==> src/rtl/spti_pkg.sv <==
// Shared types, codes and constants of the sensor pose timestamp interpolator.
`default_nettype none
package spti_pkg;

  localparam int REF_DEPTH_DEF    = 64;
  localparam int SENSOR_DEPTH_DEF = 64;
  localparam int CAP_RESET        = 64;
  localparam int STAMP_W          = 48;
  localparam int TAG_W            = 32;
  localparam int POS_W            = 32;
  localparam int ANG_W            = 16;
  localparam int FRAC_W           = 17;
  localparam int OPND_W           = 34;

  localparam logic [1:0] MODE_REF = 2'd0;
  localparam logic [1:0] MODE_SEN = 2'd1;
  localparam logic [1:0] MODE_REQ = 2'd2;

  localparam logic [1:0] ST_OK        = 2'd0;
  localparam logic [1:0] ST_FEW_REFS  = 2'd1;
  localparam logic [1:0] ST_UNCOVERED = 2'd2;

  localparam logic REG_REF_CAP = 1'b0;
  localparam logic REG_SEN_CAP = 1'b1;

  localparam logic [2:0] FLD_X     = 3'd0;
  localparam logic [2:0] FLD_Y     = 3'd1;
  localparam logic [2:0] FLD_Z     = 3'd2;
  localparam logic [2:0] FLD_ROLL  = 3'd3;
  localparam logic [2:0] FLD_PITCH = 3'd4;
  localparam logic [2:0] FLD_YAW   = 3'd5;

  typedef struct packed {
    logic        [STAMP_W-1:0] t;
    logic signed [POS_W-1:0]   x;
    logic signed [POS_W-1:0]   y;
    logic signed [POS_W-1:0]   z;
    logic signed [ANG_W-1:0]   roll;
    logic signed [ANG_W-1:0]   pitch;
    logic signed [ANG_W-1:0]   yaw;
  } ref_row_t;

  typedef struct packed {
    logic [STAMP_W-1:0] t;
    logic [TAG_W-1:0]   tag;
  } sen_row_t;

  typedef struct packed {
    logic               start;
    logic [STAMP_W-1:0] num;
    logic [STAMP_W-1:0] den;
  } div_req_t;

  typedef struct packed {
    logic              done;
    logic [FRAC_W-1:0] quo;
  } div_rsp_t;

  typedef enum logic [4:0] {
    S_IDLE,
    S_R_EVICT,
    S_R_FRONT_RD,
    S_R_FRONT,
    S_R_RD,
    S_R_CMP,
    S_R_WR,
    S_S_PUSH,
    S_S_WR,
    S_Q_CHECK,
    S_Q_T0,
    S_Q_TN,
    S_Q_SRD,
    S_Q_SCMP,
    S_Q_IRD,
    S_Q_ICMP,
    S_Q_H1RD,
    S_Q_H1,
    S_Q_DIV,
    S_Q_MUL,
    S_Q_ACC,
    S_OUT
  } state_t;

endpackage
`default_nettype wire

==> src/rtl/spti_mac.sv <==
// Shared multiply and round unit that forms b + round(d * f / 65536).
`default_nettype none
module spti_mac (
  input  wire logic                                 clk,
  input  wire logic                                 en,
  input  wire logic signed [spti_pkg::OPND_W-1:0]   base,
  input  wire logic signed [spti_pkg::OPND_W-1:0]   delta,
  input  wire logic        [spti_pkg::FRAC_W-1:0]   frac,
  output logic signed      [spti_pkg::OPND_W-1:0]   result
);

  localparam int OW = spti_pkg::OPND_W;
  localparam int PW = OW + spti_pkg::FRAC_W + 1;

  logic signed [OW-1:0] base_q;
  logic signed [PW-1:0] prod_q;
  logic signed [PW-1:0] rounded;

  always_ff @(posedge clk) begin
    if (en) begin
      base_q <= base;
      prod_q <= delta * $signed({1'b0, frac});
    end
  end

  assign rounded = prod_q + PW'(32768);
  assign result  = base_q + rounded[OW+15:16];

endmodule
`default_nettype wire

==> config.mk <==
export PLATFORM = sky130hd
export DESIGN_NAME = spti_mac
export DESIGN_NICKNAME = d
export VERILOG_FILES = /design/src/rtl/spti_pkg.sv /design/src/rtl/spti_mac.sv
export SDC_FILE = /design/constraint.sdc
export NUM_CORES = 2
export LEC_CHECK = 0
export ABC_AREA = 0
export BUFFER_PORTS_ARGS = -buffer_cell sky130_fd_sc_hd__buf_2
export CAP_MARGIN = 20
export CORE_MARGIN = 5
export CORE_UTILIZATION = 40
export CTS_BUF_LIST = sky130_fd_sc_hd__clkbuf_2
export DETAILED_ROUTE_END_ITERATION = 12
export PLACE_DENSITY_LB_ADDON = 0.3
export RECOVER_POWER = 25
export SLEW_MARGIN = 30
export SYNTH_ARGS = -nofsm -noshare
export SYNTH_HDL_FRONTEND = slang
export SYNTH_SLANG_ARGS = --single-unit
==> constraint.sdc <==
create_clock -name clk -period 11.6 [get_ports clk]
set_input_delay 2.32 -clock clk [delete_from_list [all_inputs] [get_ports clk]]
set_output_delay 2.32 -clock clk [all_outputs]
set_load 0.02 [all_outputs]
==> results_dict.tcl <==
set metrics [dict create \
    clock_tree.root_cell "sky130_fd_sc_hd__clkbuf_2" \
    grt_pass1_wl_um 102000 \
    footprint_of_the_multi_input_gates_um2 18700 \
    worst-setup-path-type "in2reg" \
    numCtsBuffers 9 \
    placed_cells 3312 \
    routabilityCongestion 0.882 \
    hold-path-cell-count 1 \
    wl_per_cell_um 18.6 \
    synth-async-reset-ratio_pct 0 \
    critical_path.startpoint_type "input port" \
    fillers 5737 \
    synth_ff_type "sky130_fd_sc_hd__edfxtp_1" \
    buffer_ports.inserted 120 \
    nNetsFinal 3331 \
    mostFrequentLayoutCells "643 x sky130_fd_sc_hd__inv_1, 538 x sky130_fd_sc_hd__fa_1, 332 x sky130_fd_sc_hd__and2_1" \
    synth_nets 3293 \
    tcrit_tclk_final_pct 72.5 \
    grt_start_max_net_pins 70 \
    run_status "complete, but fails checks" \
    worst_slew_pin_slew_ns 3.71 \
    maxSlewHeadroom_pct -147 \
    drt_first_pass_iters 5 \
    number_of_synthesis_warnings 0 \
    detail_route.drc_violations 0 \
    worst_path_most_repeated_cell "sky130_fd_sc_hd__fa_1" \
    crit_required_ns 11.99 \
    syn_inst 2520 \
    areaGrowthSynthToFinish_pct 5.83 \
    finalCriticalPeriod_ns 8.41 \
    rows 88 \
    post_route_cells_drive_above_1_share_pct 6.13 \
    cts-hold-fix-buffers 0 \
    synth_top_cells_by_area "sky130_fd_sc_hd__fa_1 46%, sky130_fd_sc_hd__inv_1 10%, sky130_fd_sc_hd__and2_1 8.8%, sky130_fd_sc_hd__edfxtp_1 8.8%, sky130_fd_sc_hd__ha_1 7.9%" \
    routed-via-count 16600 \
    critPathMaxStageDelay_ns 0.61 \
    timing.final.max_slew_violations 70 \
    antenna_left 0 \
    critical_path.endpoint_type "register" \
    fin_cells 3329 \
    cap_viol_max_count 1 \
    hold_violations 0 \
    detailed_place.area_um2 24700 \
    clockBufferDepth 2 \
    ctsHtreeMaxLevel 3 \
    worst_setup_hold_path_clk_slew_ns 0.22 \
    regArea_um2 2070 \
    synth_edf_count 69 \
    final.hold.worst_slack_ns 1.87 \
    setup_viol_count_final 0 \
    post_synth_instance_area_um2 23500 \
    layout.cells.most_common "sky130_fd_sc_hd__inv_1" \
    cts_repair_resizes 0 \
    synth.ff_latch_count 69 \
    rsz0062_at_grt "no" \
    wirelength_um 61900 \
    chipWidth_um 252 \
    syn_area_per_cell_um2 9.33 \
    crit_path_cell_trace "buf_2 > and2_1 > fa_1 > inv_1 > fa_1 > fa_1 > inv_1 > fa_1 > fa_1 > inv_1 > fa_1 > inv_1 > ha_1 > a211oi_1 > nor2_1 > o41ai_1 > o2111ai_1 > o21ai_1 > o21ai_0 > o22ai_1 > xnor2_1" \
    detail_route.vias_per_cell 5.00 \
    initial_antenna_violation_count 3 \
    grt.total_usage_pct 20.2 \
    synth.yosys.seq_area_share_pct 8.81 \
    synthDominantCellAreaShare_pct 45.8 \
    dp_hpwl_um 48200 \
    tritoncts "done" \
    start_util_pct 40.6 \
    post_cts_buffers 0 \
    ios 121 \
    drt_first_iter_violations 943 \
    synth.lib_cells_used.distinct 68 \
    die_h_um 252 \
    critPathArrivalTime_ns 8.80 \
    design.die.area_um2 63700 \
    crit_path_max_fanout 34 \
    setup-tns-final_ns 0 \
    max_stage_delay_cell_worst_path "sky130_fd_sc_hd__buf_2" \
    max_freq_mhz 119 \
    globalRoute.totalOverflow 0 \
    violated_checks "max-capacitance violations, max-slew violations" \
    first_global_vias 18700 \
    post-route-cell-area_um2 24900 \
    hold_path_class "in2reg" \
    design.core.area_um2 57900 \
    synth_area_leader_cell "sky130_fd_sc_hd__fa_1" \
    clock-sinks 69 \
]
==> synth_stat cells (15+ instances only) <==
cell / n
sky130_fd_sc_hd__a21o_1: 21
sky130_fd_sc_hd__a21oi_1: 42
sky130_fd_sc_hd__and2_1: 332
sky130_fd_sc_hd__and3_1: 15
sky130_fd_sc_hd__clkbuf_1: 92
sky130_fd_sc_hd__edfxtp_1: 69
sky130_fd_sc_hd__fa_1: 538
sky130_fd_sc_hd__ha_1: 148
sky130_fd_sc_hd__inv_1: 643
sky130_fd_sc_hd__nand2_1: 293
sky130_fd_sc_hd__nand3_1: 27
sky130_fd_sc_hd__nor2_1: 42
sky130_fd_sc_hd__nor3_1: 16
sky130_fd_sc_hd__o21ai_0: 17
sky130_fd_sc_hd__xnor2_1: 74
sky130_fd_sc_hd__xor2_1: 35
==> worst max-delay path, delay by kind of cell <==
family,cells,cell delay [ns]
adders and majority gates,7,3.31
AOI/OAI and AO/OA,6,1.81
buffers and inverters,5,0.90
and+or+nand+nor,2,0.37
xor gates and xnor gates,1,0.09
==> final cells by class <==
cell class | instances | share of cell area, %
Timing Repair Buffer | 120 | 2.39
Clock inverter | 7 | 0.488
Antenna cell | 1 | 0.0101
Inverter | 643 | 9.70
Sequential cell | 69 | 8.33
Multi-Input combinational cell | 1715 | 75.1
Tap cell | 765 | 3.85
Clock buffer | 9 | 0.181
==> metal layers <==
layer | track usage (%) | up-vias | share of wire (%)
met2 | 32.5 | 569 | 46
li1 | - | 7471 | -
met5 | 0 | - | 0
met3 | 5.12 | 73 | 9.0
met4 | 4.68 | 0 | 1.9
met1 | 27.7 | 8529 | 43
==> stage by stage <==
step / utilization, % / setup WS (ns)
after global routing: 43.0 / 2.92
after CTS: 43.0 / 3.36
final: 43.0 / 3.19
after global placement: 42.7 / 2.61
after detailed placement: 42.7 / 2.53
after floorplan: - / 3.51
==> registers in the layout (all words and copies together) (netlist names) <==
| name | cells |
|---|---|
| prod_q | 35 |
| base_q | 34 |
==> cell families after synthesis <==
family                     after synthesis  synth area share, %
muxes                                    1               0.0479
and+or+nand+nor                        759                 16.6
AOI/OAI and AO/OA                      160                 5.04
adders and majority gates              686                 53.7
DFF                                     69                 8.81
buffers and inverters                  736                 11.8
xor gates and xnor gates               109                 4.06
==> path summary, 6_finish.rpt <==
path	slack (ns)	startpoint	endpoint
worst max-delay path	3.19	frac[4]	prod_q[47]
worst min-delay path	1.87	base[33]	base_q[33]
Power is not shown: default switching activity piles up to over one toggle a cycle in this logic, so the estimate is an artifact.
