### src/rtl/spti_ram.sv
// Simple dual-port memory with one write port and one registered read port.
`default_nettype none
module spti_ram #(
  parameter int WIDTH = 8,
  parameter int DEPTH = 64,
  localparam int AW = (DEPTH > 1) ? $clog2(DEPTH) : 1
) (
  input  wire logic             clk,
  input  wire logic             we,
  input  wire logic [AW-1:0]    waddr,
  input  wire logic [WIDTH-1:0] wdata,
  input  wire logic [AW-1:0]    raddr,
  output logic      [WIDTH-1:0] rdata
);

  logic [WIDTH-1:0] mem [DEPTH];

  always_ff @(posedge clk) begin
    if (we) begin
      mem[waddr] <= wdata;
    end
    rdata <= mem[raddr];
  end

endmodule
`default_nettype wire

### config.mk
export PLATFORM = sky130hd
export DESIGN_NAME = spti_ram
export DESIGN_NICKNAME = d
export VERILOG_FILES = /design/src/rtl/spti_ram.sv
export SDC_FILE = /design/constraint.sdc
export NUM_CORES = 1
export LEC_CHECK = 0
export BUFFER_PORTS_ARGS = -buffer_cell sky130_fd_sc_hd__buf_2
export CORE_UTILIZATION = 35
export CTS_BUF_LIST = sky130_fd_sc_hd__clkbuf_16
export CTS_CLUSTER_DIAMETER = 60
export CTS_CLUSTER_SIZE = 10
export DETAILED_ROUTE_END_ITERATION = 6
export PLACE_DENSITY = 0.53
export SYNTH_ARGS = -nofsm -noshare
export SYNTH_HDL_FRONTEND = slang
export SYNTH_SLANG_ARGS = --single-unit
export TNS_END_PERCENT = 50
### constraint.sdc
create_clock -name clk -period 2.3 [get_ports clk]
set_clock_uncertainty 0.1 [all_clocks]
set_input_delay 0.23 -clock clk [delete_from_list [all_inputs] [get_ports clk]]
set_output_delay 0.23 -clock clk [all_outputs]
set_load 0.005 [all_outputs]
==> impl_metrics.ini, run 1 <==
[global_route]
grt_pass1_wl_um = 72000
gr-usage-met3 = 0.0332
busiest_layer = met2
antenna_found_initial = 2
grtUsageMet2 = 0.269
grt_usage = 0.169
grt_pass1_vias = 10400
grt-ovfl-total = 0
grt_max_degree = 65
met1_usage = 0.234

[worst_setup_path]
reg2reg_depth = 6
crit_start = mem[28][4]
cp_cell_sequence = mux4_2, mux2_2, o221a_2, nor3_1, buf_4, o32ai_1
start_kind = flip-flop
critPathRequiredTime_ns = 2.68
ff2ff_setup_slack_ns = 0.10
critPathMaxFanout = 1
cpMaxStageDelayCell = mux4_2
crit_type = reg -> reg
slowest_delay_ns = 0.45
cp.arrival_ns = 2.58
worst_r2r_startpoint = mem[28][4]
r2r_end = rdata[4]
cp-endpoint = rdata[4]
critPathCaptureType = flip-flop

[detailed_routing]
drt_wl_total_um = 48500
vias = 9985
dr.pass1.iters = 5
routedWlPerCell_um = 25.0
ant_nets = 0
drc = 0
drt_iter0_markers = 787
viasPerCell = 5.16

[synth]
yosysTopAreaCellShare = 0.762
synth.distinct_cells = 40
synth_nets = 962
async_flop_share = 0
ys.flop_type = edfxtp_1
ys_top_cells_by_area = edfxtp_1, mux4_2, nor2_1, mux2i_1, dfxtp_1
yosysTopAreaCell = edfxtp_1
syn_avg_cell_area_sq_um = 21.5
synth-seq-cells = 520
syn_area_sq_um = 20200
ys_seq_area_frac = 0.770
syn_inst = 940
yosys_warnings = 0
synth_edf_count = 512

[flow_run]
max_cap_violations = 0

[sta]
fmax_mhz = 455
setup_ws_ns = 0.103
tightest_slew_ns = 0.669
min_period_ns = 2.20
fin_setup_tns_ns = 0
timing.final.crit_share = 0.955
hold_viol = 0
setup_viol = 0
relSlewSlack = 0.554
slew_violations = 0
rsz0062_at_grt = no

[final_layout]
fin_cells = 1935
fill_cells = 4907
drive_gt1_frac = 0.323
syn_to_final_growth_pct = 19.0
multi_input_area_sq_um = 4320
layout_commonest_cell = edfxtp_1
fin_area_sq_um = 24000
fin_util = 0.423
fin_nets = 1152
regArea_sq_um = 15500
layout_common_cells = edfxtp_1, buf_4, mux4_2

[clock_network]
clk_pin_slew_ns = 0.06
clock_latency_ns = 0.61
cts.sinks = 520
post_cts_buffers = 0
cts_tree = built
cts_root_buf = clkbuf_16
clk_path_buf_depth = 3
htreeDepth = 2
numCtsBuffers = 58

[die]
initial_utilization = 0.356
die_w_um = 242
die_area_sq_um = 58600
io_pins = 30
core_area_sq_um = 56700
die_height_um = 242
rows = 87

[place]
placed_area_sq_um = 22300
pre_cts_ws_ns = -0.550
gp_congestion = 0.779
place_hpwl_um = 31300
io_buffers = 29
placedCellCount = 1823

[status]
status = complete, no violations

[worst_hold_path]
hold_path_class = in -> reg
hp-start = wdata[3]

[pwr]
peakVddDrop_uv = 507
p_leak_nw = 7.91
p_per_area_nw_per_um2 = 822
==> layer usage <==
layer,up-vias,wire length [um]
met1,5292,21300
met4,2,1080
met2,301,23300
li1,4319,-
met3,71,2710
met5,-,13
==> critical path: cells and delay by family (launching register included) <==
family / cells / cell delay, ns
flip-flops: 1 / 0.36
AND/OR/NAND/NOR: 1 / 0.37
buffers and inverters: 1 / 0.18
AO/OA/AOI/OAI: 2 / 0.36
multiplexers: 2 / 0.72
==> how the worst min path moves through the flow <==
stage | end | slack [ns] | cells after the start
final | mem[50][3] | 0.03 | 2
after CTS | mem[51][3] | 0.02 | 2
after global routing | mem[50][3] | 0.03 | 2
after floorplan | mem[0][0] | 0.23 | 0
after global placement | mem[8][0] | 0.56 | 1
after detailed placement | rdata[2] | 0.55 | 1
==> logic make-up (layout without fill, tap and decap cells) <==
family | count (synthesis) | count (layout) | share of synthesized area
buffers and inverters | 51 | 289 | 0.0157
flip-flops | 520 | 520 | 0.770
AO/OA/AOI/OAI | 54 | 54 | 0.0207
other | 0 | 1 | 0
AND/OR/NAND/NOR | 153 | 153 | 0.0339
multiplexers | 162 | 162 | 0.159
==> cell usage after synthesis, types with 6 or more instances <==
master / instances
a221oi_1: 6
buf_2: 11
buf_4: 13
clkbuf_1: 17
dfxtp_1: 8
edfxtp_1: 512
mux2_2: 13
mux2i_1: 23
mux4_2: 126
nand2_1: 19
nand2b_1: 7
nand3_1: 13
nor2_1: 83
nor2b_1: 14
nor3_1: 7
o221ai_1: 8
o22ai_1: 8
==> flip-flops by register name, summed over array words and instances, names as in the netlist <==
name,flops
mem,512
rdata,8
==> power breakdown <==
part	total [mW]	internal [mW]	leakage, nW	switching, mW
sequential	10.5	10.5	4.67	0.0331
combinational	1.11	0.475	2.25	0.632
clock	8.11	4.57	0.983	3.53
==> cell type report <==
class | instances | share of cell area
Antenna cell | 1 | 0.000104
Tap cell | 756 | 0.0394
Multi-Input combinational cell | 369 | 0.180
Timing Repair Buffer | 181 | 0.0638
Sequential cell | 520 | 0.647
Clock buffer | 59 | 0.0615
Clock inverter | 49 | 0.00808
==> per-stage QoR <==
| stage | hold slack [ns] | power, mW |
|---|---|---|
| final | 0.0304 | 19.7 |
| after global routing | 0.0268 | 20.4 |
| after CTS | 0.0150 | 19.9 |
| after detailed placement | 0.552 | 11.8 |
| after global placement | 0.557 | 11.8 |
| after floorplan | 0.229 | 11.3 |
==> repair_timing <==
action,CTS,global route
hold buffers,3,0
resized for setup,2,0
setup endpoints to repair,1,0
hold endpoints to repair,32,0
Note: power is estimated with default switching activity, not from simulation.
==> run 2, diff against run 1 <==
--- a/config.mk
+++ b/config.mk
@@ -12,7 +12,8 @@
 export CTS_CLUSTER_SIZE = 10
 export DETAILED_ROUTE_END_ITERATION = 6
 export PLACE_DENSITY = 0.53
+export SETUP_SLACK_MARGIN = 0.3
 export SYNTH_ARGS = -nofsm -noshare
 export SYNTH_HDL_FRONTEND = slang
 export SYNTH_SLANG_ARGS = --single-unit
-export TNS_END_PERCENT = 50
+export TNS_END_PERCENT = 20
==> constraint.sdc (replaced) <==
create_clock -name clk -period 2.3 [get_ports clk]
set_clock_uncertainty 0.1 [all_clocks]
set_input_delay 0.46 -clock clk [delete_from_list [all_inputs] [get_ports clk]]
set_output_delay 0.46 -clock clk [all_outputs]
set_load 0.005 [all_outputs]
==> impl_metrics.ini, run 2 (synthesis gave the netlist of run 1 again) <==
[final_layout]
reg_top3 = mem: 512 flops, rdata: 8 flops
fin_nets = 1164
num_antenna_cells = 0
largest_register_ffs = 512
drive_gt1_frac = 0.344
regArea_sq_um = 15500
fill_cells = 4950
syn_to_final_growth_pct = 19.9
multi_input_area_sq_um = 4370
fin_util = 0.426
fin_area_sq_um = 24200
largest-register = mem
layout_commonest_cell = edfxtp_1
layout_common_cells = edfxtp_1, buf_4, mux4_2

[sta]
hold_viol = 0
timing.final.crit_share = 0.885
setup_ws_ns = 0.264
setup_viol = 0
fmax_mhz = 491
relSlewSlack = 0.463
min_period_ns = 2.04
tightest_slew_ns = 0.806
rsz0062_at_grt = yes
slew_violations = 0

[clock_network]
cts.sinks = 520
clk_path_buf_depth = 3
numCtsBuffers = 59
cts_root_buf = clkbuf_16
clk_pin_slew_ns = 0.06
htreeDepth = 2
clock_latency_ns = 0.61
holdBufCountCts = 0
cts_tree = built

[worst_setup_path]
slowest_delay_ns = 0.46
critPathMaxFanout = 1
start_kind = flip-flop
critPathCaptureType = flip-flop
r2r_end = rdata[4]
reg2reg_depth = 5
cp.arrival_ns = 2.40
crit_type = reg -> reg
worst_r2r_startpoint = mem[21][4]
ff2ff_setup_slack_ns = 0.26
critPathRequiredTime_ns = 2.66
cpMaxStageDelayCell = mux4_2
cp_cell_sequence = mux4_2, mux2_2, o221a_2, nor3_2, o32ai_1

[die]
die_w_um = 242
io_pins = 30
core_area_sq_um = 56700
die_height_um = 242
initial_utilization = 0.356
die_area_sq_um = 58600
rows = 87

[worst_hold_path]
hold_path_class = in -> reg
hp-start = raddr[5]
min_to = rdata[1]
hold_depth = 3

[detailed_routing]
drc = 0
drt_iter0_markers = 804
dr.pass1.iters = 5
vias = 9965
viasPerCell = 5.15
routedWlPerCell_um = 25.1
drt_wl_total_um = 48600
ant_nets = 0

[place]
io_buffers = 29
place_hpwl_um = 31600
pre_cts_ws_ns = -0.545
gp_congestion = 0.780
placed_area_sq_um = 22400

[global_route]
antenna_found_initial = 0
grt_pass1_vias = 10500
grt_usage = 0.168
grt-ovfl-total = 0
grt_max_degree = 65
grt_pass1_wl_um = 71400

[flow_run]
max_cap_violations = 0

[pwr]
peakVddDrop_uv = 574
p_leak_nw = 7.96
p_per_area_nw_per_um2 = 832

[status]
status = complete, no violations
-- run 2: changes by cell type in the layout (fill, tap and decap cells not counted), sizes merged --
cell         delta
inv            -15
buf            +14
bufinv          +2
diode           -1
clkinv          +2
clkbuf          +2
dlygate4sd3     -3
-- run 2: timing repair --
item	in CTS	in global routing
buffers inserted	0	0
endpoints found under the setup margin	8	7
resized for setup	6	2
-- run 2: how the worst max path moves through the flow --
stage,startpoint,end,slack [ns],cells after the start
after floorplan,raddr[0],rdata[7],0.19,7
after global placement,raddr[0],rdata[4],-0.53,8
after detailed placement,raddr[0],rdata[4],-0.54,8
after CTS,mem[53][5],rdata[5],0.27,4
after global routing,mem[24][4],rdata[4],0.23,5
final,mem[21][4],rdata[4],0.26,5
-- run 2: critical path, delay by kind of cell, from the launching register on --
family / cells / cell delay (ns)
AOI/OAI and AO/OA: 2 / 0.41
DFF: 1 / 0.37
muxes: 2 / 0.73
and+or+nand+nor: 1 / 0.29
-- run 2: area by class of cell --
class,count,share of cell area
Clock inverter,38,0.00828
Timing Repair Buffer,192,0.0661
Multi-Input combinational cell,369,0.181
Tap cell,756,0.0391
Clock buffer,61,0.0631
Sequential cell,520,0.643
-- run 2: layer usage --
metal	vias to the layer above	track usage	part of all wire
li1	4337	-	-
met1	5293	0.235	0.45
met2	270	0.267	0.48
met3	65	0.0284	0.054
met4	0	0.0536	0.022
met5	-	0	0
-- run 2: stage by stage --
step | total power [mW] | hold slack (ns) | TNS (ns) | cells
5_1_grt | 20.7 | 0.236 | 0 | 1936
2_1_floorplan | 11.3 | 0.459 | 0 | 940
6_report | 20.1 | 0.245 | 0 | 1936
3_3_place_gp | 11.8 | 0.708 | -3.22 | 1837
4_1_cts | 20.3 | 0.186 | 0 | 1936
3_5_place_dp | 11.8 | 0.725 | -3.22 | 1837
-- run 2: where the power goes --
group / switching (mW) / total (mW) / leakage, nW / internal (mW)
Combinational: 0.634 / 1.11 / 2.32 / 0.479
Clock: 3.56 / 8.47 / 0.963 / 4.91
Sequential: 0.0417 / 10.5 / 4.67 / 10.5
==> run 3, diff against run 2 <==
==> constraint.sdc (replaced) <==
create_clock -name clk -period 2.2 [get_ports clk]
set_clock_uncertainty 0.1 [all_clocks]
set_input_delay 0.44 -clock clk [delete_from_list [all_inputs] [get_ports clk]]
set_output_delay 0.44 -clock clk [all_outputs]
set_load 0.005 [all_outputs]
==> impl_metrics.ini, run 3 (synthesis gave the netlist of run 1 again) <==
[status]
status = complete, no violations

[detailed_routing]
drt_iter0_markers = 1052
dr.pass1.iters = 5
drc = 0
ant_nets = 0
drt_wl_total_um = 49700
viasPerCell = 5.14
vias = 10100
routedWlPerCell_um = 25.4

[worst_setup_path]
ff2ff_setup_slack_ns = 0.22
cp_cell_sequence = clkbuf_8, buf_12, buf_4, mux4_2, mux4_2, nor2_1, o32ai_1
reg2reg_depth = 6
critical_path.top_delay_family = multiplexers
slowest_delay_ns = 0.53
r2r_end = rdata[6]
critPathCaptureType = flip-flop
critPathRequiredTime_ns = 2.58
worst_r2r_startpoint = mem[28][6]
crit_type = in -> reg
start_kind = primary input
cpMaxStageDelayCell = mux4_2
path_common_cell = mux4_2
cp.arrival_ns = 2.37
timing.critical_path.buf_inv = 3
critPathMaxFanout = 8

[die]
die_area_sq_um = 58600
rows = 87
initial_utilization = 0.356
die_height_um = 242
die_w_um = 242
core_area_sq_um = 56700
io_pins = 30

[place]
place_hpwl_um = 32600
placed_area_sq_um = 22600
placedCellCount = 1862
gp_congestion = 0.830
io_buffers = 29

[final_layout]
layout_common_cells = edfxtp_1, buf_4, mux4_2
fin_area_sq_um = 24300
drive_gt1_frac = 0.360
largest-register = mem
fin_nets = 1188
layout_commonest_cell = edfxtp_1
syn_to_final_growth_pct = 20.5
reg_top3 = mem: 512 flops, rdata: 8 flops
fin_util = 0.429
fin_cells = 1955
largest_register_ffs = 512

[global_route]
grt_pass1_wl_um = 73500
antenna_found_initial = 4
grt_max_degree = 65
grt-ovfl-total = 0
grt_usage = 0.173
grt_pass1_vias = 10700

[worst_hold_path]
min_to = mem[32][6]
hold_path_class = in -> reg
hp-start = wdata[6]
hold_depth = 1

[pwr]
peakVddDrop_uv = 569
power.net_switching_mw = 4.38
p_leak_nw = 8.02
switching_share = 0.212
p_per_area_nw_per_um2 = 850
p_int_mw = 16.3
pwr-share-comb = 0.059
seq_power_share = 0.534
pwr-share-clk = 0.407

[clock_network]
holdBufCountCts = 0
clock_latency_ns = 0.61
cts_tree = built
cts.sinks = 520
htreeDepth = 2
clk_pin_slew_ns = 0.06
post_cts_buffers = 0
clk_path_buf_depth = 3
cts_root_buf = clkbuf_16
numCtsBuffers = 58

[sta]
slew_violations = 0
fmax_mhz = 502
setup_viol = 0
min_period_ns = 1.99
hold_ws_ns = 0.166
relSlewSlack = 0.182
fin_setup_tns_ns = 0
tightest_slew_ns = 1.23
hold_viol = 0
rsz0062_at_grt = yes
timing.final.crit_share = 0.905

[flow_run]
max_cap_violations = 0
run 3: cell count changes in the layout (fill, tap and decap cells not counted), sizes merged:
cell	before	now
buf	191	216
bufinv	2	0
clkbuf	62	60
clkinv	3	2
diode	0	2
inv	33	30
run 3: stage by stage:
step	setup slack [ns]	power (mW)
after floorplan	0.112	11.8
after global placement	-0.852	12.4
after detailed placement	-0.896	12.4
after CTS	0.206	20.9
after global routing	0.170	21.3
final	0.209	20.6
run 3: repair_timing:
action,CTS,global route
gates resized for setup,9,5
endpoints found under the setup margin,7,8
pin swaps,2,2
run 3: power by group through the flow:
stage          Clock, mW  Sequential (mW)  Combinational, mW
2_1_floorplan          0             11.2              0.601
4_1_cts             8.63             11.0               1.24
3_3_place_gp           0             11.2               1.21
6_report            8.41             11.0               1.22
3_5_place_dp           0             11.2               1.22
5_1_grt             9.02             11.0               1.31
run 3: worst max-delay path by stage:
stage          cells after the start  startpoint  slack (ns)  endpoint
4_1_cts                            6  mem[28][6]        0.21  rdata[6]
3_5_place_dp                       7    raddr[0]       -0.90  rdata[7]
6_report                           7    raddr[0]        0.21  rdata[6]
3_3_place_gp                       7    raddr[0]       -0.85  rdata[7]
2_1_floorplan                      7    raddr[0]        0.11  rdata[7]
5_1_grt                            6  mem[29][6]        0.17  rdata[6]
run 3: final cells by class:
class / count / area [sq um]
sequential: 520 / 15500
clock inverter: 32 / 146
fill: 4889 / 32400
multi-input combinational: 369 / 4420
antenna: 2 / 5.00
timing repair buffer: 217 / 1780
clock buffer: 59 / 1480
tap: 756 / 946
run 3: per-layer routing:
layer / GRT usage / part of all wire
met2: 0.270 / 0.47
met3: 0.0453 / 0.063
met4: 0.0473 / 0.023
met1: 0.239 / 0.44
met5: 0 / 0.00050
