<file path="config.mk">
export PLATFORM = sky130hd
export DESIGN_NAME = spti_div
export DESIGN_NICKNAME = d
export VERILOG_FILES = /design/src/rtl/spti_pkg.sv /design/src/rtl/spti_div.sv
export SDC_FILE = /design/constraint.sdc
export NUM_CORES = 1
export LEC_CHECK = 0
export ABC_AREA = 1
export BUFFER_PORTS_ARGS = -buffer_cell sky130_fd_sc_hd__buf_2
export CAP_MARGIN = 10
export CORE_MARGIN = 2
export CORE_UTILIZATION = 31
export CTS_BUF_LIST = sky130_fd_sc_hd__clkbuf_4
export CTS_CLUSTER_SIZE = 14
export DETAILED_ROUTE_END_ITERATION = 6
export SETUP_SLACK_MARGIN = 0.15
export SYNTH_ARGS = -nofsm -noshare
export SYNTH_HDL_FRONTEND = slang
export SYNTH_SLANG_ARGS = --single-unit
</file>
<file path="constraint.sdc">
create_clock -name clk -period 8.4 [get_ports clk]
set_input_delay 1.68 -clock clk [delete_from_list [all_inputs] [get_ports clk]]
set_output_delay 1.68 -clock clk [all_outputs]
set_load 0.02 [all_outputs]
</file>
<file path="src/rtl/spti_pkg.sv">
// Shared types, codes and constants of the sensor pose timestamp interpolator.
`default_nettype none
package spti_pkg;

  localparam int REF_DEPTH_DEF    = 64;
  localparam int SENSOR_DEPTH_DEF = 64;
  localparam int CAP_RESET        = 64;
  localparam int STAMP_W          = 48;
  localparam int TAG_W            = 32;
  localparam int POS_W            = 32;
  localparam int ANG_W            = 16;
  localparam int FRAC_W           = 17;
  localparam int OPND_W           = 34;

  localparam logic [1:0] MODE_REF = 2'd0;
  localparam logic [1:0] MODE_SEN = 2'd1;
  localparam logic [1:0] MODE_REQ = 2'd2;

  localparam logic [1:0] ST_OK        = 2'd0;
  localparam logic [1:0] ST_FEW_REFS  = 2'd1;
  localparam logic [1:0] ST_UNCOVERED = 2'd2;

  localparam logic REG_REF_CAP = 1'b0;
  localparam logic REG_SEN_CAP = 1'b1;

  localparam logic [2:0] FLD_X     = 3'd0;
  localparam logic [2:0] FLD_Y     = 3'd1;
  localparam logic [2:0] FLD_Z     = 3'd2;
  localparam logic [2:0] FLD_ROLL  = 3'd3;
  localparam logic [2:0] FLD_PITCH = 3'd4;
  localparam logic [2:0] FLD_YAW   = 3'd5;

  typedef struct packed {
    logic        [STAMP_W-1:0] t;
    logic signed [POS_W-1:0]   x;
    logic signed [POS_W-1:0]   y;
    logic signed [POS_W-1:0]   z;
    logic signed [ANG_W-1:0]   roll;
    logic signed [ANG_W-1:0]   pitch;
    logic signed [ANG_W-1:0]   yaw;
  } ref_row_t;

  typedef struct packed {
    logic [STAMP_W-1:0] t;
    logic [TAG_W-1:0]   tag;
  } sen_row_t;

  typedef struct packed {
    logic               start;
    logic [STAMP_W-1:0] num;
    logic [STAMP_W-1:0] den;
  } div_req_t;

  typedef struct packed {
    logic              done;
    logic [FRAC_W-1:0] quo;
  } div_rsp_t;

  typedef enum logic [4:0] {
    S_IDLE,
    S_R_EVICT,
    S_R_FRONT_RD,
    S_R_FRONT,
    S_R_RD,
    S_R_CMP,
    S_R_WR,
    S_S_PUSH,
    S_S_WR,
    S_Q_CHECK,
    S_Q_T0,
    S_Q_TN,
    S_Q_SRD,
    S_Q_SCMP,
    S_Q_IRD,
    S_Q_ICMP,
    S_Q_H1RD,
    S_Q_H1,
    S_Q_DIV,
    S_Q_MUL,
    S_Q_ACC,
    S_OUT
  } state_t;

endpackage
`default_nettype wire

</file>
<file path="src/rtl/spti_div.sv">
// Restoring divider that produces the Q16 interpolation fraction one bit per cycle.
`default_nettype none
module spti_div (
  input  wire logic              clk,
  input  wire logic              rst,
  input  wire spti_pkg::div_req_t req,
  output spti_pkg::div_rsp_t     rsp
);

  localparam int SW = spti_pkg::STAMP_W;
  localparam int QW = spti_pkg::FRAC_W;

  logic          busy;
  logic [4:0]    cnt;
  logic          den_zero;
  logic [SW:0]   rem;
  logic [SW-1:0] den;
  logic [QW-1:0] quo;
  logic          done;
  logic          ge;
  logic [SW:0]   rem_sub;

  assign ge      = rem >= {1'b0, den};
  assign rem_sub = ge ? (rem - {1'b0, den}) : rem;

  always_ff @(posedge clk) begin
    if (rst) begin
      busy <= 1'b0;
      done <= 1'b0;
      cnt  <= '0;
    end else begin
      done <= 1'b0;
      if (req.start) begin
        busy <= 1'b1;
        cnt  <= 5'(QW);
      end else if (busy) begin
        cnt <= cnt - 5'd1;
        if (cnt == 5'd1) begin
          busy <= 1'b0;
          done <= 1'b1;
        end
      end
    end
  end

  always_ff @(posedge clk) begin
    if (req.start) begin
      rem      <= {1'b0, req.num};
      den      <= req.den;
      den_zero <= req.den == '0;
      quo      <= '0;
    end else if (busy) begin
      quo <= {quo[QW-2:0], ge};
      rem <= {rem_sub[SW-1:0], 1'b0};
    end
  end

  assign rsp.done = done;
  assign rsp.quo  = den_zero ? '0 : quo;

endmodule
`default_nettype wire

</file>
==> impl_metrics.py, run 1 <==
metrics = {
    "job": {
        "max_cap_violations": 0,
    },
    "grt": {
        "grt_pass1_vias": 9222,
        "antenna_found_initial": 1,
        "grt_use_total": 0.1847,
        "grt_start_max_net_pins": 53,
        "wire_length_of_the_first_global_routing_pass_um": 48350,
        "grt_overflow_total": 0,
    },
    "sta": {
        "worst_hold_slack_ns": 0.4852,
        "report.final.hold_viol_count": 0,
        "timing.final.setup_violations": 0,
        "setup-tns-final_ns": 0,
        "max_slew.worst_pin.slew_ns": 1.168,
        "period_share": 0.4750,
        "worst_slew_margin_rel": 0.2216,
        "skew_ns": 0.03170,
        "number_of_slew_limit_violations_in_the_final_report": 0,
        "rsz_0062_raised_after_global_routing": "no",
        "final_period_minus_worst_setup_slack_ns": 3.990,
        "maxClockFrequency_mhz": 250.6,
    },
    "synth": {
        "synth_net_count": 1675,
        "ys_ff_latch": 122,
        "ys_top_cells_by_area": "sky130_fd_sc_hd__edfxtp_1 (29%), sky130_fd_sc_hd__nand2_1 (21%), sky130_fd_sc_hd__inv_1 (13%)",
        "ys.warnings.count": 0,
        "post_synth_instance_area_sq_um": 9907,
        "async_flop_share": 0,
        "synth_largest_type_area_fraction": 0.2940,
        "synthDominantAreaCellType": "sky130_fd_sc_hd__edfxtp_1",
        "postSynthAreaPerCell_sq_um": 6.496,
        "synth_enable_flop_cells": 97,
        "netlist-cell-type-count": 41,
        "yosys_most_used_dff": "sky130_fd_sc_hd__edfxtp_1",
        "synthesis.instances": 1525,
        "sequential_cell_area_fraction_in_the_yosys_report": 0.3445,
    },
    "pwr": {
        "p_sw_mw": 1.099,
        "clock_network_fraction_of_design_power": 0.191,
        "ratio_of_total_power_to_cell_area_nw_per_um2": 222.1,
        "power.leakage_nw": 6.071,
        "p_comb_frac": 0.487,
        "ir_drop_uv": 95.62,
        "power.share.sequential": 0.322,
        "sw_frac": 0.4445,
        "cell_internal_power_dissipation_mw": 1.373,
    },
    "setup_path": {
        "ff2ff_setup_slack_ns": 4.41,
        "critical_path.endpoint": "rem[26]",
        "critPathSlowestCell": "sky130_fd_sc_hd__nand3_2",
        "crit_path_max_fanout": 49,
        "max_stage_delay_ns": 0.96,
        "worstPathArrival_ns": 4.33,
        "r2r_end": "rem[26]",
        "ff2ff_path_depth": 11,
        "worst_ep_required_time_ns": 8.74,
        "timing.critical_path.to_type": "flop",
        "crit-reg2reg-launch": "rem[14]",
        "crit_start": "rem[14]",
        "timing.critical_path.mode_cell": "sky130_fd_sc_hd__nand2_1",
        "setup.worst_path.start_class": "flop",
        "timing.critical_path.cells": "ha_1 -> nand2_1 -> nor2_2 -> nand2_1 -> nor4_2 -> nand3_2 -> nand3_2 -> buf_4 -> nand2_1 -> nand3_1 -> nand2_1",
        "crit_path_category": "reg2reg",
    },
    "floorplanning": {
        "die-area_sq_um": 33400,
        "initial_core_util": 0.3148,
        "floorplan.die.width_um": 182.8,
        "design.portCount": 117,
        "core_area_sq_um": 31470,
        "floorplan.die.height_um": 182.8,
        "placementRows": 65,
    },
    "routing": {
        "finalWirelength_um": 29840,
        "drt_first_pass_iters": 5,
        "post_drt_via_cell_ratio": 4.541,
        "wire_per_inst_um": 14.60,
        "route.vias.total": 9281,
        "detail-route-antenna-nets": 0,
        "drc": 0,
        "detailedRoute.firstIterationViolations": 654,
    },
    "final_layout": {
        "mostFrequentLayoutCells": "sky130_fd_sc_hd__nand2_1 (557), sky130_fd_sc_hd__inv_1 (349), sky130_fd_sc_hd__buf_2 (115), sky130_fd_sc_hd__nor2_1 (110), sky130_fd_sc_hd__edfxtp_1 (97)",
        "commonest_non_fill_non_tap_cell_in_the_layout": "sky130_fd_sc_hd__nand2_1",
        "ff_latch_area_sq_um": 3413,
        "layout_cells_sized_above_1": 0.1164,
        "fillCellCount": 3542,
        "multi_input_area_sq_um": 4950,
        "fin_nets": 1778,
        "area_delta_synth_final_pct": 12.36,
    },
    "clock_tree": {
        "cts.path.max_buffers": 2,
        "clock_tree_from_tritoncts": "done",
        "number_of_hold_buffers_added_after_cts": 0,
        "clockRootBuffer": "sky130_fd_sc_hd__clkbuf_4",
        "cts-buffers-inserted": 17,
        "htree_num_levels": 4,
        "post_cts_resized": 0,
        "postCtsSetupBuffers": 0,
        "clk-insertion-delay-late_ns": 0.60,
        "clkTransAtPathRegs_ns": 0.12,
        "cts.sinks": 122,
    },
    "outcome": {
        "run_status": "completed",
    },
    "hold_path": {
        "hold_path_class": "reg2reg",
    },
    "placed_design": {
        "gpl.final_weighted_congestion": 0.9330,
        "dp_hpwl_um": 23600,
        "buffer_ports.inserted": 116,
    },
}
-- cell usage after synthesis (all sizes together) (3+ instances only) --
library cell and count:
o22ai 16, ha 50, nand2 571, clkbuf 17
edfxtp 97, buf 20, dfxtp 25, nor4 14
o21ai 4, xnor2 24, inv 354, a21oi 30
nor2 119, nand3b 3, nor3 8, nand3 95
nand4 63
-- logic make-up (layout without fill, tap and decap cells) --
| group | after synthesis | after routing | synth area share |
|---|---|---|---|
| AO/OA/AOI/OAI | 58 | 58 | 0.03347 |
| XOR/XNOR | 26 | 26 | 0.02299 |
| other | 0 | 1 | 0 |
| adder cells (fa/ha/maj) | 51 | 51 | 0.06517 |
| AND/OR/NAND/NOR | 876 | 876 | 0.3772 |
| flip-flops | 122 | 122 | 0.3445 |
| buffers and inverters | 392 | 508 | 0.1566 |
-- worst min path at each step --
stage,start,to,slack (ns),depth (start not counted)
2_1_floorplan,cnt[4],cnt[4],0.44,2
3_3_place_gp,cnt[4],cnt[4],0.46,2
3_5_place_dp,cnt[4],cnt[4],0.47,2
4_1_cts,cnt[4],cnt[4],0.48,2
5_1_grt,cnt[4],cnt[4],0.52,2
6_report,cnt[4],cnt[4],0.49,2
-- routing by layer --
metal / share of wire / wire length (um) / vias to the layer above / global-route usage
met5: 0 / 0 / - / 0
met4: 0.016 / 481 / 0 / 0.04960
met3: 0.046 / 1376 / 22 / 0.03554
met2: 0.44 / 13000 / 205 / 0.2919
met1: 0.50 / 14980 / 4132 / 0.2585
li1: - / - / 4922 / -
-- flip-flops by register name (all words and copies together), names as in the netlist --
name / count
rem: 49
den: 48
quo: 17
cnt: 5
busy: 1
den_zero: 1
done: 1
-- area by class of cell --
class	instances	share of cell area
diodes	1	0.0002248
clock inverters	13	0.01506
clock buffers	19	0.01281
flip-flops and latches	122	0.3066
well taps	402	0.04518
multi-input cells	1011	0.4446
inverters	355	0.1197
repair buffers	121	0.05575
-- per-stage QoR --
step,power [mW],utilization,worst slack (ns),cell area (sq um),cells
finish,2.472,0.3537,4.410,11130,2044
global route,2.703,0.3537,4.096,11130,2044
CTS,2.497,0.3536,4.430,11130,2043
detailed placement,2.011,0.3437,4.490,10820,2011
global placement,2.006,0.3437,4.499,10820,2011
floorplan,1.700,-,4.332,9907,1525
-- critical path: cells and delay by family, from the launching register on --
kind / cells / cell delay [ns]
and+or+nand+nor: 9 / 2.36
adders and majority gates: 1 / 0.37
DFF: 1 / 0.41
buffers and inverters: 1 / 0.53
-- power groups by stage --
stage	sequential [mW]	clock, mW	combinational [mW]
detailed placement	0.807	0	1.20
finish	0.795	0.472	1.21
CTS	0.795	0.491	1.21
floorplan	0.793	0	0.907
global placement	0.804	0	1.20
global route	0.805	0.515	1.38
Note: power is estimated with default switching activity, not from simulation.
==> run 2, diff against run 1 <==
--- a/config.mk
+++ b/config.mk
@@ -5,7 +5,7 @@
 export SDC_FILE = /design/constraint.sdc
 export NUM_CORES = 1
 export LEC_CHECK = 0
-export ABC_AREA = 1
+export ABC_AREA = 0
 export BUFFER_PORTS_ARGS = -buffer_cell sky130_fd_sc_hd__buf_2
 export CAP_MARGIN = 10
 export CORE_MARGIN = 2
==> constraint.sdc (replaced) <==
create_clock -name clk -period 4.15 [get_ports clk]
set_input_delay 0.83 -clock clk [delete_from_list [all_inputs] [get_ports clk]]
set_output_delay 0.83 -clock clk [all_outputs]
set_load 0.02 [all_outputs]
==> impl_metrics.py, run 2 <==
metrics = {
    "outcome": {
        "run_status": "completed",
    },
    "sta": {
        "rsz_0062_raised_after_global_routing": "no",
        "final_period_minus_worst_setup_slack_ns": 3.702,
        "maxClockFrequency_mhz": 270.1,
        "timing.final.setup_violations": 0,
        "worst_slew_margin_rel": 0.3757,
        "number_of_slew_limit_violations_in_the_final_report": 0,
        "setup-tns-final_ns": 0,
        "skew_ns": 0.02548,
        "period_share": 0.8920,
        "max_slew.worst_pin.slew_ns": 0.9364,
        "report.final.hold_viol_count": 0,
    },
    "setup_path": {
        "setup.worst_path.start_class": "flop",
        "worstPathArrival_ns": 4.02,
        "critPathSlowestCell": "sky130_fd_sc_hd__a2111oi_0",
        "timing.critical_path.mode_cell": "sky130_fd_sc_hd__a21o_1",
        "worst_ep_required_time_ns": 4.47,
        "timing.critical_path.to_type": "flop",
        "max_stage_delay_ns": 0.73,
        "crit_path_max_fanout": 53,
        "timing.critical_path.cells": "ha_1 -> a21o_1 -> a21o_1 -> a21o_1 -> a21oi_1 -> nor2_1 -> a2111oi_0 -> o41ai_4 -> buf_12 -> and2_1 -> a221o_1",
        "crit_path_category": "reg2reg",
    },
    "synth": {
        "synth_net_count": 996,
        "async_flop_share": 0,
        "post-synth-top-count-cell": "sky130_fd_sc_hd__edfxtp_1",
        "postSynthAreaPerCell_sq_um": 9.507,
        "synth_top_cells_by_count": "sky130_fd_sc_hd__edfxtp_1 (97), sky130_fd_sc_hd__nor2_1 (94), sky130_fd_sc_hd__a21oi_1 (90)",
        "post_synth_instance_area_sq_um": 8043,
        "synthesis.instances": 846,
        "yosys_most_used_dff": "sky130_fd_sc_hd__edfxtp_1",
        "sequential_cell_area_fraction_in_the_yosys_report": 0.4244,
        "netlist-cell-type-count": 62,
        "synth_enable_flop_cells": 97,
        "ys.warnings.count": 0,
        "synthDominantAreaCellType": "sky130_fd_sc_hd__edfxtp_1",
        "ys_ff_latch": 122,
        "ys_top_cells_by_area": "sky130_fd_sc_hd__edfxtp_1 (36%), sky130_fd_sc_hd__ha_1 (7.8%), sky130_fd_sc_hd__dfxtp_1 (6.2%)",
        "synth_largest_type_area_fraction": 0.3622,
    },
    "final_layout": {
        "mostFrequentLayoutCells": "sky130_fd_sc_hd__buf_2 (115), sky130_fd_sc_hd__edfxtp_1 (97), sky130_fd_sc_hd__nor2_1 (94), sky130_fd_sc_hd__a21oi_1 (90), sky130_fd_sc_hd__inv_1 (62)",
        "registers.top_by_ff_count": "rem",
        "commonest_non_fill_non_tap_cell_in_the_layout": "sky130_fd_sc_hd__buf_2",
        "layout_cells_sized_above_1": 0.2056,
        "reg_top3": "rem (49), den (48), quo (17)",
        "final_util": 0.3640,
        "max_reg_flops": 49,
        "fin_nets": 1100,
        "area_delta_synth_final_pct": 14.64,
    },
    "clock_tree": {
        "clkTransAtPathRegs_ns": 0.13,
        "cts-buffers-inserted": 17,
        "clockRootBuffer": "sky130_fd_sc_hd__clkbuf_4",
        "clock_tree_from_tritoncts": "done",
        "htree_num_levels": 4,
        "cts.path.max_buffers": 2,
        "clk-insertion-delay-late_ns": 0.57,
        "number_of_hold_buffers_added_after_cts": 0,
        "postCtsSetupBuffers": 0,
        "post_cts_resized": 0,
        "cts.sinks": 122,
    },
    "placed_design": {
        "buffer_ports.inserted": 116,
        "dp_hpwl_um": 15840,
        "gpl.final_weighted_congestion": 0.8331,
    },
    "pwr": {
        "clock_network_fraction_of_design_power": 0.169,
        "power.leakage_nw": 3.944,
        "ratio_of_total_power_to_cell_area_nw_per_um2": 522.3,
        "p_sw_mw": 1.942,
        "p_comb_frac": 0.485,
        "sw_frac": 0.4033,
        "cell_internal_power_dissipation_mw": 2.874,
        "ir_drop_uv": 174.5,
        "power.share.sequential": 0.346,
    },
    "grt": {
        "grt_use_total": 0.1610,
        "grt_overflow_total": 0,
        "grt_start_max_net_pins": 74,
        "wire_length_of_the_first_global_routing_pass_um": 34040,
        "antenna_found_initial": 1,
        "grt_pass1_vias": 6571,
    },
    "routing": {
        "route.vias.total": 6512,
        "detail-route-antenna-nets": 0,
        "drt_first_pass_iters": 5,
        "drc": 0,
        "post_drt_via_cell_ratio": 5.032,
        "finalWirelength_um": 21000,
        "detailedRoute.firstIterationViolations": 404,
        "wire_per_inst_um": 16.23,
    },
    "floorplanning": {
        "die-area_sq_um": 27250,
        "floorplan.die.height_um": 165.1,
        "floorplan.die.width_um": 165.1,
        "design.portCount": 117,
        "initial_core_util": 0.3176,
        "placementRows": 58,
        "core_area_sq_um": 25330,
    },
    "hold_path": {
        "hold_path_class": "in2reg",
    },
    "job": {
        "max_cap_violations": 0,
    },
}
## run 2: cell types whose count changed after synthesis, moves of 31 or more
cell / delta
sky130_fd_sc_hd__a21oi_1: +61
sky130_fd_sc_hd__nand3_1: -73
sky130_fd_sc_hd__nand4_1: -54
sky130_fd_sc_hd__nand2_1: -505
sky130_fd_sc_hd__mux2_2: +31
sky130_fd_sc_hd__inv_1: -286
## run 2: final timing paths
kind                              start      end  slack [ns]  cells past startpoint
worst max-delay path            rem[42]  rem[46]        0.45                     11
worst min-delay path            req[32]  den[32]        0.44                      1
worst max register to register  rem[42]  rem[46]        0.45                     11
worst min register to register  quo[16]  quo[16]        0.51                      2
## run 2: layout make-up
type	count	area [sq um]
clock inverter	14	122.6
antenna	1	2.502
inverter	63	236.5
fill	2608	16110
tap	330	412.9
clock buffer	18	135.1
timing repair buffer	126	695.7
multi-input combinational	620	4202
sequential	122	3413
## run 2: cell families after synthesis
logic type,after synthesis,synth area share
muxes,57,0.07576
xor gates and xnor gates,44,0.04792
adders and majority gates,51,0.08027
and+or+nand+nor,253,0.1484
DFF,122,0.4244
buffers and inverters,104,0.05616
AOI/OAI and AO/OA,215,0.1671
## run 2: critical path: cells and delay by family, from the launching register on
kind,cells,cell delay [ns]
compound gates,7,2.08
buf+inv,1,0.26
simple gates,2,0.29
fa+ha+maj,1,0.41
flops,1,0.42
## run 2: metal layers
| metal | part of all wire | track usage | up-vias |
|---|---|---|---|
| li1 | - | - | 3279 |
| met1 | 0.47 | 0.2192 | 3028 |
| met2 | 0.45 | 0.2511 | 180 |
| met3 | 0.066 | 0.04321 | 23 |
| met4 | 0.014 | 0.04585 | 2 |
| met5 | 0.00062 | 0 | - |
## run 2: power groups by stage
| stage | clock (mW) | combinational (mW) | sequential [mW] |
|---|---|---|---|
| 4_1_cts | 0.847 | 2.32 | 1.67 |
| 3_5_place_dp | 0 | 2.31 | 1.69 |
| 5_1_grt | 0.891 | 2.62 | 1.69 |
| 3_3_place_gp | 0 | 2.29 | 1.69 |
| 6_report | 0.813 | 2.34 | 1.67 |
| 2_1_floorplan | 0 | 1.81 | 1.66 |
## run 2: through the flow
stage	cells	total power [mW]	hold slack, ns	area, sq um	setup slack, ns
after detailed placement	1261	3.996	0.4800	8947	0.2411
after floorplan	846	3.468	0.4520	8043	0.8171
final	1294	4.816	0.4390	9220	0.4483
after CTS	1293	4.836	0.3850	9205	0.2213
after global routing	1293	5.200	0.3811	9218	0.2131
after global placement	1261	3.983	0.4714	8947	0.3509
